==> config.mk <==
export PLATFORM = sky130hd
export DESIGN_NAME = nixie_time_display_sequencer_unit_flat
export DESIGN_NICKNAME = d
export VERILOG_FILES = /design/src/rtl/ntds_pkg.sv /design/src/rtl/ntds_if.sv /design/src/rtl/ntds_ctrl.sv /design/src/rtl/ntds_dp.sv /design/src/rtl/nixie_time_display_sequencer_unit.sv /design/src/flat_wrapper.sv
export SDC_FILE = /design/constraint.sdc
export NUM_CORES = 1
export LEC_CHECK = 0
export ABC_AREA = 0
export BUFFER_PORTS_ARGS = -buffer_cell sky130_fd_sc_hd__buf_2
export CORE_MARGIN = 3
export CORE_UTILIZATION = 25
export CTS_CLUSTER_DIAMETER = 30
export CTS_CLUSTER_SIZE = 16
export DETAILED_ROUTE_END_ITERATION = 8
export PLACE_DENSITY = 0.47
export SYNTH_ARGS = -nofsm -noshare
export SYNTH_HDL_FRONTEND = slang
export SYNTH_SLANG_ARGS = --single-unit
==> constraint.sdc <==
create_clock -name clock -period 6.1 [get_ports clock]
set_clock_uncertainty 0.1 [all_clocks]
set_input_delay 1.22 -clock clock [delete_from_list [all_inputs] [get_ports clock]]
set_output_delay 1.22 -clock clock [all_outputs]
set_load 0.01 [all_outputs]
==> src/rtl/ntds_pkg.sv <==
// ----------------------------------------------------------------------------
// ntds_pkg - shared types and constants of the time display sequencer
// Command codes, register indexes, controller states and the command and
// status groups that pass between controller and datapath.
// ----------------------------------------------------------------------------
package ntds_pkg;

   // input item commands
   localparam logic [1:0] CMD_TICK   = 2'd0;
   localparam logic [1:0] CMD_ON     = 2'd1;
   localparam logic [1:0] CMD_OFF    = 2'd2;

   // register indexes on the csr port
   localparam logic [2:0] REG_DAY_DUTY     = 3'd0;
   localparam logic [2:0] REG_NIGHT_DUTY   = 3'd1;
   localparam logic [2:0] REG_OFF_DUTY     = 3'd2;
   localparam logic [2:0] REG_DAY_START    = 3'd3;
   localparam logic [2:0] REG_NIGHT_START  = 3'd4;
   localparam logic [2:0] REG_ROLL_STEP    = 3'd5;
   localparam logic [2:0] REG_HOUR_HOLD    = 3'd6;
   localparam logic [2:0] REG_SECONDS_STEP = 3'd7;

   localparam int CSR_INDEX_W = 3;
   localparam int CSR_DATA_W  = 16;

   // time constants
   localparam logic [10:0] MINUTES_PER_DAY   = 11'd1440;
   localparam logic [15:0] MS_PER_MINUTE     = 16'd60000;
   localparam logic [9:0]  MS_PER_SECOND     = 10'd1000;
   localparam logic signed [7:0] HOUR_ROLL_STEPS   = 8'sd100;
   localparam logic signed [7:0] MINUTE_ROLL_STEPS = 8'sd10;

   // controller states
   typedef enum logic [2:0] {
      ST_IDLE,
      ST_BOUND,
      ST_LWAIT,
      ST_STEP,
      ST_DIV,
      ST_SWAIT,
      ST_DONE
   } ntds_state_type;

   // controller to datapath
   typedef struct packed {
      logic take;
      logic bound;
      logic lwait;
      logic step;
      logic div_step;
      logic swait;
      logic out_load;
   } ntds_cmd_type;

   // datapath to controller
   typedef struct packed {
      logic is_tick;
      logic div_needed;
      logic div_last;
      logic have_result;
   } ntds_status_type;

endpackage

==> src/rtl/ntds_if.sv <==
// ----------------------------------------------------------------------------
// ntds_if - item channels of the time display sequencer
// Request channel carries commands and time of day, response channel carries
// tube patterns and duty values.
// ----------------------------------------------------------------------------
interface ntds_req_if;
   logic       valid;
   logic       ready;
   logic [1:0] cmd;
   logic [4:0] clock_hour;
   logic [5:0] clock_minute;
   logic [5:0] clock_second;

   modport source (output valid, output cmd, output clock_hour, output clock_minute,
                   output clock_second, input ready);
   modport sink   (input valid, input cmd, input clock_hour, input clock_minute,
                   input clock_second, output ready);
endinterface

interface ntds_rsp_if;
   logic        valid;
   logic        ready;
   logic        tube_valid;
   logic [31:0] tube_pattern;
   logic        duty_valid;
   logic [7:0]  duty;

   modport source (output valid, output tube_valid, output tube_pattern,
                   output duty_valid, output duty, input ready);
   modport sink   (input valid, input tube_valid, input tube_pattern,
                   input duty_valid, input duty, output ready);
endinterface

==> src/rtl/ntds_ctrl.sv <==
// ----------------------------------------------------------------------------
// ntds_ctrl - sequencing controller
// Walks one tick through brightness, animation and hold phases and owns the
// handshakes of both channels.
// ----------------------------------------------------------------------------
module ntds_ctrl (
   input  logic                     clock,
   input  logic                     reset,
   input  logic                     req_valid,
   output logic                     req_ready,
   output logic                     rsp_valid,
   input  logic                     rsp_ready,
   input  ntds_pkg::ntds_status_type status,
   output ntds_pkg::ntds_cmd_type    cmd
);

   ntds_pkg::ntds_state_type state_ff, state_in;
   logic out_valid_ff, out_valid_in;

   // state register
   always_ff @(posedge clock) begin
      if (reset) begin
         state_ff     <= ntds_pkg::ST_IDLE;
         out_valid_ff <= 1'b0;
      end else begin
         state_ff     <= state_in;
         out_valid_ff <= out_valid_in;
      end
   end

   // next state and commands
   always_comb begin
      cmd      = '0;
      state_in = state_ff;
      unique case (state_ff)
         ntds_pkg::ST_IDLE: begin
            if (req_valid) begin
               cmd.take = 1'b1;
               if (status.is_tick) state_in = ntds_pkg::ST_BOUND;
            end
         end
         ntds_pkg::ST_BOUND: begin
            cmd.bound = 1'b1;
            state_in  = ntds_pkg::ST_LWAIT;
         end
         ntds_pkg::ST_LWAIT: begin
            cmd.lwait = 1'b1;
            state_in  = ntds_pkg::ST_STEP;
         end
         ntds_pkg::ST_STEP: begin
            cmd.step = 1'b1;
            state_in = status.div_needed ? ntds_pkg::ST_DIV : ntds_pkg::ST_DONE;
         end
         ntds_pkg::ST_DIV: begin
            cmd.div_step = 1'b1;
            if (status.div_last) state_in = ntds_pkg::ST_SWAIT;
         end
         ntds_pkg::ST_SWAIT: begin
            cmd.swait = 1'b1;
            state_in  = ntds_pkg::ST_DONE;
         end
         ntds_pkg::ST_DONE: begin
            priority if (!status.have_result) begin
               state_in = ntds_pkg::ST_IDLE;
            end else if (!out_valid_ff || rsp_ready) begin
               cmd.out_load = 1'b1;
               state_in     = ntds_pkg::ST_IDLE;
            end else begin
               state_in = ntds_pkg::ST_DONE;
            end
         end
         default: state_in = ntds_pkg::ST_IDLE;
      endcase
   end

   // output register occupancy
   always_comb begin
      priority if (cmd.out_load) out_valid_in = 1'b1;
      else if (rsp_ready)        out_valid_in = 1'b0;
      else                       out_valid_in = out_valid_ff;
   end

   assign req_ready = (state_ff == ntds_pkg::ST_IDLE);
   assign rsp_valid = out_valid_ff;

   // a tick always starts with the brightness phase
   a_tick_to_bound: assert property (@(posedge clock) disable iff (reset)
      (req_valid && req_ready && status.is_tick) |=> state_ff == ntds_pkg::ST_BOUND)
      else $error("tick did not enter brightness phase");

   // hold time is computed only after the remainder iteration
   a_swait_after_div: assert property (@(posedge clock) disable iff (reset)
      state_ff == ntds_pkg::ST_SWAIT |-> $past(state_ff) == ntds_pkg::ST_DIV)
      else $error("hold wait without remainder iteration");

   // a new item never overwrites one still waiting
   a_no_overwrite: assert property (@(posedge clock) disable iff (reset)
      cmd.out_load |-> (!out_valid_ff || rsp_ready))
      else $error("output register overwritten");

endmodule

==> src/rtl/ntds_dp.sv <==
// ----------------------------------------------------------------------------
// ntds_dp - sequencer datapath
// Holds registers, waits, animation digits and the remainder unit; acts on
// the commands of the controller.
// ----------------------------------------------------------------------------
module ntds_dp (
   input  logic                                   clock,
   input  logic                                   reset,
   input  logic                                   csr_wr_en,
   input  logic [ntds_pkg::CSR_INDEX_W-1:0]       csr_index,
   input  logic [ntds_pkg::CSR_DATA_W-1:0]        csr_wr_data,
   input  logic [1:0]                             req_cmd,
   input  logic [4:0]                             req_hour,
   input  logic [5:0]                             req_minute,
   input  logic [5:0]                             req_second,
   input  ntds_pkg::ntds_cmd_type                 cmd,
   output ntds_pkg::ntds_status_type              status,
   output logic                                   rsp_tube_valid,
   output logic [31:0]                            rsp_tube_pattern,
   output logic                                   rsp_duty_valid,
   output logic [7:0]                             rsp_duty
);

   localparam logic signed [17:0] STEP_WAIT_MIN  = {1'b1, 17'd0};
   localparam logic signed [27:0] LEVEL_WAIT_MIN = {1'b1, 27'd0};
   localparam logic [2:0]         DIV_TOP_BIT    = 3'd5;

   // one-hot socket of a digit
   function automatic logic [15:0] socket_of(input logic [3:0] d);
      logic [15:0] s;
      unique case (d)
         4'd0:    s = 16'h0020;
         4'd1:    s = 16'h0400;
         4'd2:    s = 16'h0040;
         4'd3:    s = 16'h8000;
         4'd4:    s = 16'h0080;
         4'd5:    s = 16'h1000;
         4'd6:    s = 16'h0010;
         4'd7:    s = 16'h4000;
         4'd8:    s = 16'h0200;
         4'd9:    s = 16'h0800;
         default: s = 16'h0000;
      endcase
      return s;
   endfunction

   // minutes to a boundary, 1 to a whole day
   function automatic logic [10:0] minutes_until(input logic [10:0] start,
                                                 input logic [10:0] now);
      logic [10:0] s;
      logic [11:0] d;
      s = (start >= ntds_pkg::MINUTES_PER_DAY) ? start - ntds_pkg::MINUTES_PER_DAY : start;
      d = {1'b0, s} + {1'b0, ntds_pkg::MINUTES_PER_DAY} - {1'b0, now};
      if (d >= {1'b0, ntds_pkg::MINUTES_PER_DAY}) d = d - {1'b0, ntds_pkg::MINUTES_PER_DAY};
      return (d == 12'd0) ? ntds_pkg::MINUTES_PER_DAY : d[10:0];
   endfunction

   // tens digit of a minute up to 63
   function automatic logic [3:0] tens_of(input logic [5:0] v);
      logic [3:0] t;
      priority if (v >= 6'd60) t = 4'd6;
      else if (v >= 6'd50)     t = 4'd5;
      else if (v >= 6'd40)     t = 4'd4;
      else if (v >= 6'd30)     t = 4'd3;
      else if (v >= 6'd20)     t = 4'd2;
      else if (v >= 6'd10)     t = 4'd1;
      else                     t = 4'd0;
      return t;
   endfunction

   // configuration registers
   logic [7:0]  day_duty_ff, night_duty_ff, off_duty_ff, roll_step_ff;
   logic [10:0] day_start_ff, night_start_ff;
   logic [15:0] hour_hold_ff;
   logic [5:0]  seconds_step_ff;

   // state
   logic signed [17:0] step_wait_ff, step_wait_in;
   logic signed [27:0] level_wait_ff, level_wait_in;
   logic [3:0]         tens_ff, tens_in, ones_ff, ones_in;
   logic signed [7:0]  steps_left_ff, steps_left_in;
   logic               rolling_ff, rolling_in;
   logic               hour_shown_ff, hour_shown_in;
   logic               tubes_on_ff, tubes_on_in;

   // per-item working registers
   logic [10:0] now_ff;
   logic [4:0]  hour_ff;
   logic [5:0]  minute_ff, second_ff;
   logic [10:0] mins_ff, mins_in;
   logic        tv_ff, tv_in, dv_ff, dv_in;
   logic [31:0] pattern_ff, pattern_in;
   logic [7:0]  duty_ff, duty_in;
   logic [5:0]  rem_ff, rem_in;
   logic [2:0]  div_cnt_ff, div_cnt_in;

   // combinational helpers
   logic [10:0] to_day, to_night;
   logic        night;
   logic [5:0]  modulus;
   logic [6:0]  rem_shift;
   logic [4:0]  hour12;
   logic [26:0] level_prod;
   logic [15:0] hold_prod;
   logic [5:0]  hold_secs;
   logic [3:0]  min_tens;
   logic        step_neg, level_neg, roll_end;

   // configuration writes
   always_ff @(posedge clock) begin
      if (reset) begin
         day_duty_ff     <= 8'd0;
         night_duty_ff   <= 8'd220;
         off_duty_ff     <= 8'd255;
         day_start_ff    <= 11'd360;
         night_start_ff  <= 11'd1260;
         roll_step_ff    <= 8'd15;
         hour_hold_ff    <= 16'd1000;
         seconds_step_ff <= 6'd10;
      end else if (csr_wr_en) begin
         unique case (csr_index)
            ntds_pkg::REG_DAY_DUTY:     day_duty_ff     <= csr_wr_data[7:0];
            ntds_pkg::REG_NIGHT_DUTY:   night_duty_ff   <= csr_wr_data[7:0];
            ntds_pkg::REG_OFF_DUTY:     off_duty_ff     <= csr_wr_data[7:0];
            ntds_pkg::REG_DAY_START:    day_start_ff    <= csr_wr_data[10:0];
            ntds_pkg::REG_NIGHT_START:  night_start_ff  <= csr_wr_data[10:0];
            ntds_pkg::REG_ROLL_STEP:    roll_step_ff    <= csr_wr_data[7:0];
            ntds_pkg::REG_HOUR_HOLD:    hour_hold_ff    <= csr_wr_data[15:0];
            ntds_pkg::REG_SECONDS_STEP: seconds_step_ff <= csr_wr_data[5:0];
            default: ;
         endcase
      end
   end

   // brightness selection
   assign to_day     = minutes_until(day_start_ff, now_ff);
   assign to_night   = minutes_until(night_start_ff, now_ff);
   assign night      = to_day < to_night;
   assign level_prod = 27'(mins_ff) * 27'(ntds_pkg::MS_PER_MINUTE);
   assign step_neg   = step_wait_ff[17];
   assign level_neg  = level_wait_ff[27];

   // digits of the shown values
   always_comb begin
      priority if (hour_ff >= 5'd24) hour12 = hour_ff - 5'd24;
      else if (hour_ff >= 5'd12)     hour12 = hour_ff - 5'd12;
      else                           hour12 = hour_ff;
      if (hour12 == 5'd0) hour12 = 5'd12;
   end
   assign min_tens = tens_of(minute_ff);

   // remainder unit, one dividend bit a step
   assign modulus   = (seconds_step_ff == 6'd0) ? 6'd1 : seconds_step_ff;
   assign rem_shift = {rem_ff, second_ff[div_cnt_ff]};
   assign hold_secs = modulus - rem_ff;
   assign hold_prod = 16'(hold_secs) * 16'(ntds_pkg::MS_PER_SECOND);
   assign roll_end  = rolling_ff && !(steps_left_ff > 8'sd0);

   // next state
   always_comb begin
      step_wait_in  = step_wait_ff;
      level_wait_in = level_wait_ff;
      tens_in       = tens_ff;
      ones_in       = ones_ff;
      steps_left_in = steps_left_ff;
      rolling_in    = rolling_ff;
      hour_shown_in = hour_shown_ff;
      tubes_on_in   = tubes_on_ff;
      mins_in       = mins_ff;
      tv_in         = tv_ff;
      dv_in         = dv_ff;
      pattern_in    = pattern_ff;
      duty_in       = duty_ff;
      rem_in        = rem_ff;
      div_cnt_in    = div_cnt_ff;

      // item taken: commands act at once, ticks count down the waits
      if (cmd.take) begin
         if (req_cmd == ntds_pkg::CMD_ON || req_cmd == ntds_pkg::CMD_OFF) begin
            level_wait_in = '0;
            tubes_on_in   = (req_cmd == ntds_pkg::CMD_ON);
         end else if (req_cmd == ntds_pkg::CMD_TICK) begin
            if (step_wait_ff != STEP_WAIT_MIN)   step_wait_in  = step_wait_ff - 18'sd1;
            if (level_wait_ff != LEVEL_WAIT_MIN) level_wait_in = level_wait_ff - 28'sd1;
            tv_in      = 1'b0;
            dv_in      = 1'b0;
            pattern_in = '0;
            duty_in    = '0;
         end
      end

      // duty at brightness timer expiry
      if (cmd.bound && !rolling_ff && level_neg) begin
         dv_in   = 1'b1;
         mins_in = night ? to_day : to_night;
         duty_in = tubes_on_ff ? (night ? night_duty_ff : day_duty_ff) : off_duty_ff;
      end

      // wait to the coming boundary
      if (cmd.lwait && dv_ff) level_wait_in = {1'b0, level_prod};

      // animation step or load of a new value
      if (cmd.step && step_neg) begin
         if (rolling_ff) begin
            pattern_in    = {socket_of(tens_ff), socket_of(ones_ff)};
            tv_in         = 1'b1;
            tens_in       = (tens_ff == 4'd9) ? 4'd0 : tens_ff + 4'd1;
            ones_in       = (ones_ff == 4'd9) ? 4'd0 : ones_ff + 4'd1;
            steps_left_in = steps_left_ff - 8'sd1;
            if (!roll_end) begin
               step_wait_in = 18'(roll_step_ff);
            end else begin
               rolling_in = 1'b0;
               if (hour_shown_ff) begin
                  step_wait_in = 18'(hour_hold_ff);
               end else begin
                  rem_in     = '0;
                  div_cnt_in = DIV_TOP_BIT;
               end
            end
         end else begin
            if (hour_shown_ff) begin
               tens_in       = min_tens;
               ones_in       = 4'(minute_ff - 6'(min_tens) * 6'd10);
               steps_left_in = ntds_pkg::MINUTE_ROLL_STEPS;
            end else begin
               tens_in       = (hour12 >= 5'd10) ? 4'd1 : 4'd0;
               ones_in       = (hour12 >= 5'd10) ? 4'(hour12 - 5'd10) : hour12[3:0];
               steps_left_in = ntds_pkg::HOUR_ROLL_STEPS;
            end
            hour_shown_in = !hour_shown_ff;
            rolling_in    = 1'b1;
            step_wait_in  = 18'(roll_step_ff);
         end
      end

      // restoring remainder step
      if (cmd.div_step) begin
         rem_in     = (rem_shift >= {1'b0, modulus}) ? 6'(rem_shift - {1'b0, modulus})
                                                    : rem_shift[5:0];
         div_cnt_in = div_cnt_ff - 3'd1;
      end

      // hold to the next multiple of the seconds step
      if (cmd.swait) step_wait_in = {2'b00, hold_prod};
   end

   // control state
   always_ff @(posedge clock) begin
      if (reset) begin
         step_wait_ff  <= '0;
         level_wait_ff <= '0;
         tens_ff       <= '0;
         ones_ff       <= '0;
         steps_left_ff <= '0;
         rolling_ff    <= 1'b0;
         hour_shown_ff <= 1'b0;
         tubes_on_ff   <= 1'b1;
         tv_ff         <= 1'b0;
         dv_ff         <= 1'b0;
         div_cnt_ff    <= '0;
      end else begin
         step_wait_ff  <= step_wait_in;
         level_wait_ff <= level_wait_in;
         tens_ff       <= tens_in;
         ones_ff       <= ones_in;
         steps_left_ff <= steps_left_in;
         rolling_ff    <= rolling_in;
         hour_shown_ff <= hour_shown_in;
         tubes_on_ff   <= tubes_on_in;
         tv_ff         <= tv_in;
         dv_ff         <= dv_in;
         div_cnt_ff    <= div_cnt_in;
      end
   end

   // payload registers
   always_ff @(posedge clock) begin
      mins_ff    <= mins_in;
      pattern_ff <= pattern_in;
      duty_ff    <= duty_in;
      rem_ff     <= rem_in;
      if (cmd.take) begin
         hour_ff   <= req_hour;
         minute_ff <= req_minute;
         second_ff <= req_second;
         now_ff    <= (11'(req_hour) * 11'd60 + 11'(req_minute) >= ntds_pkg::MINUTES_PER_DAY)
                      ? 11'(req_hour) * 11'd60 + 11'(req_minute) - ntds_pkg::MINUTES_PER_DAY
                      : 11'(req_hour) * 11'd60 + 11'(req_minute);
      end
      if (cmd.out_load) begin
         rsp_tube_valid   <= tv_ff;
         rsp_tube_pattern <= pattern_ff;
         rsp_duty_valid   <= dv_ff;
         rsp_duty         <= duty_ff;
      end
   end

   assign status.is_tick     = (req_cmd == ntds_pkg::CMD_TICK);
   assign status.div_needed  = step_neg && roll_end && !hour_shown_ff;
   assign status.div_last    = (div_cnt_ff == 3'd0);
   assign status.have_result = tv_ff || dv_ff;

endmodule

==> src/rtl/nixie_time_display_sequencer_unit.sv <==
// ----------------------------------------------------------------------------
// nixie_time_display_sequencer_unit - two-tube time display sequencer
// Top level: channels, register port, controller and datapath.
// ----------------------------------------------------------------------------
// A tick passes from acceptance through the brightness, level wait and step
// states to its result entering the output register, and also through the
// remainder and hold states when a minute animation ends; the remainder unit
// finds the hold to the next multiple of the seconds step, resolving one bit
// of the second per cycle. On, off and unused codes are taken in idle state.
// The next item is taken while a result waits in the output register; a tick
// whose result finds it full waits until taken. Registers must be written
// through the csr port only while the block is idle; this is not enforced.
module nixie_time_display_sequencer_unit (
   input  logic                               clock,
   input  logic                               reset,
   ntds_req_if.sink                           req_if,
   ntds_rsp_if.source                         rsp_if,
   input  logic                               csr_wr_en,
   input  logic [ntds_pkg::CSR_INDEX_W-1:0]   csr_index,
   input  logic [ntds_pkg::CSR_DATA_W-1:0]    csr_wr_data
);

   ntds_pkg::ntds_cmd_type    cmd;
   ntds_pkg::ntds_status_type status;

   // sequencing and handshakes
   ntds_ctrl u_ctrl (
      .clock     (clock),
      .reset     (reset),
      .req_valid (req_if.valid),
      .req_ready (req_if.ready),
      .rsp_valid (rsp_if.valid),
      .rsp_ready (rsp_if.ready),
      .status    (status),
      .cmd       (cmd)
   );

   // registers, waits, digits and output payload
   ntds_dp u_dp (
      .clock            (clock),
      .reset            (reset),
      .csr_wr_en        (csr_wr_en),
      .csr_index        (csr_index),
      .csr_wr_data      (csr_wr_data),
      .req_cmd          (req_if.cmd),
      .req_hour         (req_if.clock_hour),
      .req_minute       (req_if.clock_minute),
      .req_second       (req_if.clock_second),
      .cmd              (cmd),
      .status           (status),
      .rsp_tube_valid   (rsp_if.tube_valid),
      .rsp_tube_pattern (rsp_if.tube_pattern),
      .rsp_duty_valid   (rsp_if.duty_valid),
      .rsp_duty         (rsp_if.duty)
   );

endmodule
==> src/flat_wrapper.sv <==
// flat-port wrapper written by rule: the top's interface ports become plain ports
module nixie_time_display_sequencer_unit_flat 
  (clock, reset, csr_wr_en, csr_index, csr_wr_data, req_if_valid, req_if_cmd, req_if_clock_hour, req_if_clock_minute, req_if_clock_second, req_if_ready, rsp_if_valid, rsp_if_tube_valid, rsp_if_tube_pattern, rsp_if_duty_valid, rsp_if_duty, rsp_if_ready);
  ntds_req_if req_if_i ();
  ntds_rsp_if rsp_if_i ();
  input  logic clock;
  input  logic reset;
  input  logic csr_wr_en;
  input  logic [ntds_pkg::CSR_INDEX_W-1:0] csr_index;
  input  logic [ntds_pkg::CSR_DATA_W-1:0] csr_wr_data;
  input wire logic [$bits(req_if_i.valid)-1:0] req_if_valid;
  input wire logic [$bits(req_if_i.cmd)-1:0] req_if_cmd;
  input wire logic [$bits(req_if_i.clock_hour)-1:0] req_if_clock_hour;
  input wire logic [$bits(req_if_i.clock_minute)-1:0] req_if_clock_minute;
  input wire logic [$bits(req_if_i.clock_second)-1:0] req_if_clock_second;
  output wire logic [$bits(req_if_i.ready)-1:0] req_if_ready;
  output wire logic [$bits(rsp_if_i.valid)-1:0] rsp_if_valid;
  output wire logic [$bits(rsp_if_i.tube_valid)-1:0] rsp_if_tube_valid;
  output wire logic [$bits(rsp_if_i.tube_pattern)-1:0] rsp_if_tube_pattern;
  output wire logic [$bits(rsp_if_i.duty_valid)-1:0] rsp_if_duty_valid;
  output wire logic [$bits(rsp_if_i.duty)-1:0] rsp_if_duty;
  input wire logic [$bits(rsp_if_i.ready)-1:0] rsp_if_ready;
  assign req_if_i.valid = req_if_valid;
  assign req_if_i.cmd = req_if_cmd;
  assign req_if_i.clock_hour = req_if_clock_hour;
  assign req_if_i.clock_minute = req_if_clock_minute;
  assign req_if_i.clock_second = req_if_clock_second;
  assign req_if_ready = req_if_i.ready;
  assign rsp_if_valid = rsp_if_i.valid;
  assign rsp_if_tube_valid = rsp_if_i.tube_valid;
  assign rsp_if_tube_pattern = rsp_if_i.tube_pattern;
  assign rsp_if_duty_valid = rsp_if_i.duty_valid;
  assign rsp_if_duty = rsp_if_i.duty;
  assign rsp_if_i.ready = rsp_if_ready;
  nixie_time_display_sequencer_unit u_core (.clock(clock), .reset(reset), .req_if(req_if_i), .rsp_if(rsp_if_i), .csr_wr_en(csr_wr_en), .csr_index(csr_index), .csr_wr_data(csr_wr_data));
endmodule
==> metrics.csv <==
stage,metric,value,unit
run_status,status,finished with violations,
run_status,failing checks,setup timing,
timing,final hold violation count,0,
power,Cell Pwr Density,597,nW/µm²
floorplan,die height,284,µm
placement,dpl cells,3224,
layout,Syn-to-layout area delta,26.9,%
floorplan,Starting Density,25.3,%
yosys,gate count of the mapped netlist,2142,
timing,WHS,0.315,ns
worst_setup_path,"Req. time, crit path",6.32,ns
cts,clock slew at reported path FFs,0.04,ns
worst_setup_path,Reg2Reg Launch Point,u_core.u_dp.night_start_ff[5],
routing,Total Wirelength,51800,µm
timing,final setup vio count,3,
worst_setup_path,type of element launching the critical path,flip-flop,
layout,Non-Filler Instances,3385,
timing,slew at the pin closest to its max-slew limit,1.21,ns
routing,DRC viols,0,
routing,Antenna Violating Nets Remaining,0,
yosys,"EDFF count, synth",93,
yosys,Ys Warns,0,
cts,root buffer cell,clkbuf_16,
worst_hold_path,hold path depth,2,
floorplan,IO Pins,87,
worst_setup_path,R2R Setup Slk,-0.01,ns
yosys,synthesis-stage register bit count,295,
cts,clock sink count,295,
worst_hold_path,Hold Path Class,reg -> reg,
global_routing,grt ovf,0,
worst_setup_path,largest fanout on the critical path,7,
timing,setup TNS,-0.0291,ns
cts,worst-skew pair later-pin latency,0.60,ns
layout,Final #Nets,2586,
yosys,fraction of registers with async set/reset,0,%
worst_setup_path,max incr delay on CP,0.48,ns
global_routing,initial antenna violation count,8,
worst_setup_path,crit path DAT,6.33,ns
worst_setup_path,CP endpoint kind,flip-flop,
worst_hold_path,hold endpoint,u_core.u_dp.pattern_ff[14],
cts,number of H-tree levels,3,
yosys,"Avg Cell Area, Syn",9.00,µm²
timing,unrepaired setup endpoints after global routing,yes,
cts,hold-fix buffers at CTS,0,
power,VDD IR max,748,µV
yosys,Yosys cell types,86,
timing,relative slew slack,19.5,%
placement,number of port buffers,86,
routing,via count,15900,
worst_setup_path,worst r2r path cells,30,
global_routing,largest net degree at the start of global routing,75,
layout,share of layout cells above drive strength 1,16.9,%
floorplan,core footprint,76200,µm²
global_routing,first-pass GRT wire length,83300,µm
timing,Period minus WS final,6.11,ns
yosys,Post-Syn Nets,2436,
layout,Layout Utilization,32.1,%
worst_setup_path,Slowest cell on crit path,or4_4,
timing,Slew Limit Fails,0,
routing,via/cell ratio,4.69,
worst_setup_path,class of the most critical setup path,reg -> reg,
layout,Fillers,7842,
placement,GP Congestion,0.834,
floorplan,row count,101,
cts,clk buf depth,3,
floorplan,die area,80500,µm²
layout,register area,6840,µm²
timing,Tcrit/Tclk final,100,%
cts,cts bufs inserted,75,
routing,DRT Pass-1 Iters,5,
routing,WL/cell,15.3,µm
worst_setup_path,worst reg2reg endpoint,u_core.u_dp.duty_ff[1],
yosys,mapped cell area,19300,µm²
run,max-cap violations,0,
global_routing,gr usage total,12.6,%
power,Leak,0.0102,µW
power,Overall Power,14600,µW
routing,initial DRC count,991,
yosys,sequential-to-total area share from yosys stat,35.5,%
floorplan,DIE WIDTH,284,µm
global_routing,vias in the first global route,15700,
timing,final setup margin,-0.0143,ns
layout,area of the multi-input gates,11900,µm²
cts,TritonCTS clock tree,built,
timing,Peak Freq,0.164,GHz
yosys,"Top FF cell, synth",dfxtp_1,
placement,Post-DP HPWL,38800,µm
==> worst max-delay path by stage <==
stage | startpoint | end | slack, ns | cells past startpoint
floorplan | u_core.u_dp.night_start_ff[5] | u_core.u_dp.mins_ff[1] | -0.01 | 30
global placement | u_core.u_dp.night_start_ff[5] | u_core.u_dp.mins_ff[2] | 0.05 | 28
detailed placement | u_core.u_dp.night_start_ff[5] | u_core.u_dp.duty_ff[5] | -0.22 | 29
CTS | u_core.u_dp.day_start_ff[5] | u_core.u_dp.duty_ff[5] | 0.04 | 27
global route | u_core.u_dp.night_start_ff[5] | u_core.u_dp.duty_ff[0] | -0.29 | 30
finish | u_core.u_dp.night_start_ff[5] | u_core.u_dp.duty_ff[1] | -0.01 | 30
==> layout make-up <==
type / instances / share of cell area [%]
Clock inverter: 44 / 2.25
Antenna cell: 2 / 0.0205
Tap cell: 1030 / 5.27
Timing Repair Buffer: 158 / 4.35
Sequential cell: 295 / 28.0
Clock buffer: 94 / 8.46
Multi-Input combinational cell: 1571 / 48.8
Inverter: 191 / 2.93
==> metal layers <==
| metal | wire [µm] | GRT usage [%] |
|---|---|---|
| met1 | 25700 | 17.9 |
| met3 | 2500 | 2.64 |
| met2 | 22400 | 19.1 |
| met4 | 1210 | 4.12 |
| met5 | 41 | 0 |
==> flip-flops by register name (all words and copies together) (netlist names), 11 cells and up, named ones only <==
| signal | flops |
|---|---|
| u_core.u_dp.mins_ff | 11 |
| u_core.u_dp.step_wait_ff | 18 |
| u_core.u_dp.hour_hold_ff | 16 |
| u_core.u_dp.pattern_ff | 32 |
| u_core.u_dp.rsp_tube_pattern | 32 |
| u_core.u_dp.now_ff | 11 |
| u_core.u_dp.night_start_ff | 11 |
| u_core.u_dp.day_start_ff | 11 |
| u_core.u_dp.level_wait_ff | 28 |
==> what timing repair did <==
action                     in CTS  in global routing
pin swaps                       0                 36
gates resized for setup        24                 83
setup buffers                   1                 17
cloned                          1                  2
setup endpoints to repair      19                 20
==> cells by family after synthesis <==
kind of cell             count (synthesis)  synth area share, %
AO/OA/AOI/OAI                          447                 15.4
XOR/XNOR                                93                 4.23
adder cells (fa/ha/maj)                252                 18.8
buffers and inverters                  276                 5.41
flip-flops                             295                 35.5
multiplexers                            44                 2.39
AND/OR/NAND/NOR                        735                 18.4
==> through the flow <==
step,setup slack [ns],cell area (µm²)
2_1_floorplan,-0.0107,19300
6_report,-0.0143,24500
3_5_place_dp,-0.216,21100
3_3_place_gp,0.0473,21100
4_1_cts,0.0353,23900
5_1_grt,-0.292,24500
==> report_power, final <==
| part | leakage (µW) | switching, µW | total (µW) | internal, µW |
|---|---|---|---|---|
| Sequential | 0.00247 | 98.1 | 2380 | 2280 |
| Clock | 0.00126 | 1280 | 3970 | 2680 |
| Combinational | 0.00652 | 4050 | 8260 | 4210 |
==> cells in the final DEF, fill, tap and decap left out, drive strengths merged, types with 15 or more instances in the layout <==
master    n
or3      15
o22ai    17
a211oi   28
buf     156
nand3b   29
a22oi    20
a21oi   131
dfxtp   202
a31oi    20
clkbuf   96
clkinv   28
nand2b   27
nor3     43
xor2     38
mux2i    37
xnor2    55
nand2   257
fa       62
ha      189
nor2    179
and3     21
edfxtp   93
nand3    48
a21o     30
nor2b    36
inv     194
o21ai    74
==> synth_stat cells (all sizes together) (14+ instances only) <==
cell type    n  area, µm²
dfxtp      202       4040
o21ai       74        370
xnor2       55        482
inv        191        717
mux2i       37        370
nor2       179        672
a211oi      28        215
a211o       14        123
clkbuf      76        292
and3        21        131
xor2        38        333
nand2      257        965
a21o        30        226
nand3b      29        218
or3         15       93.8
fa          62       1240
a22oi       20        150
ha         189       2360
nand2b      27        169
a21oi      131        656
nor2b       36        225
nand3       48        240
nor3        43        220
o22ai       17        106
a31oi       20        125
edfxtp      93       2790
==> worst max-delay path: cells and delay by family, from the launching register on <==
family | cells | cell delay (ns)
compound gates | 12 | 1.92
simple gates | 9 | 1.61
fa+ha+maj | 3 | 0.87
buf+inv | 4 | 0.55
mux | 2 | 0.46
flops | 1 | 0.33
Note: power is estimated with default switching activity, not from simulation.
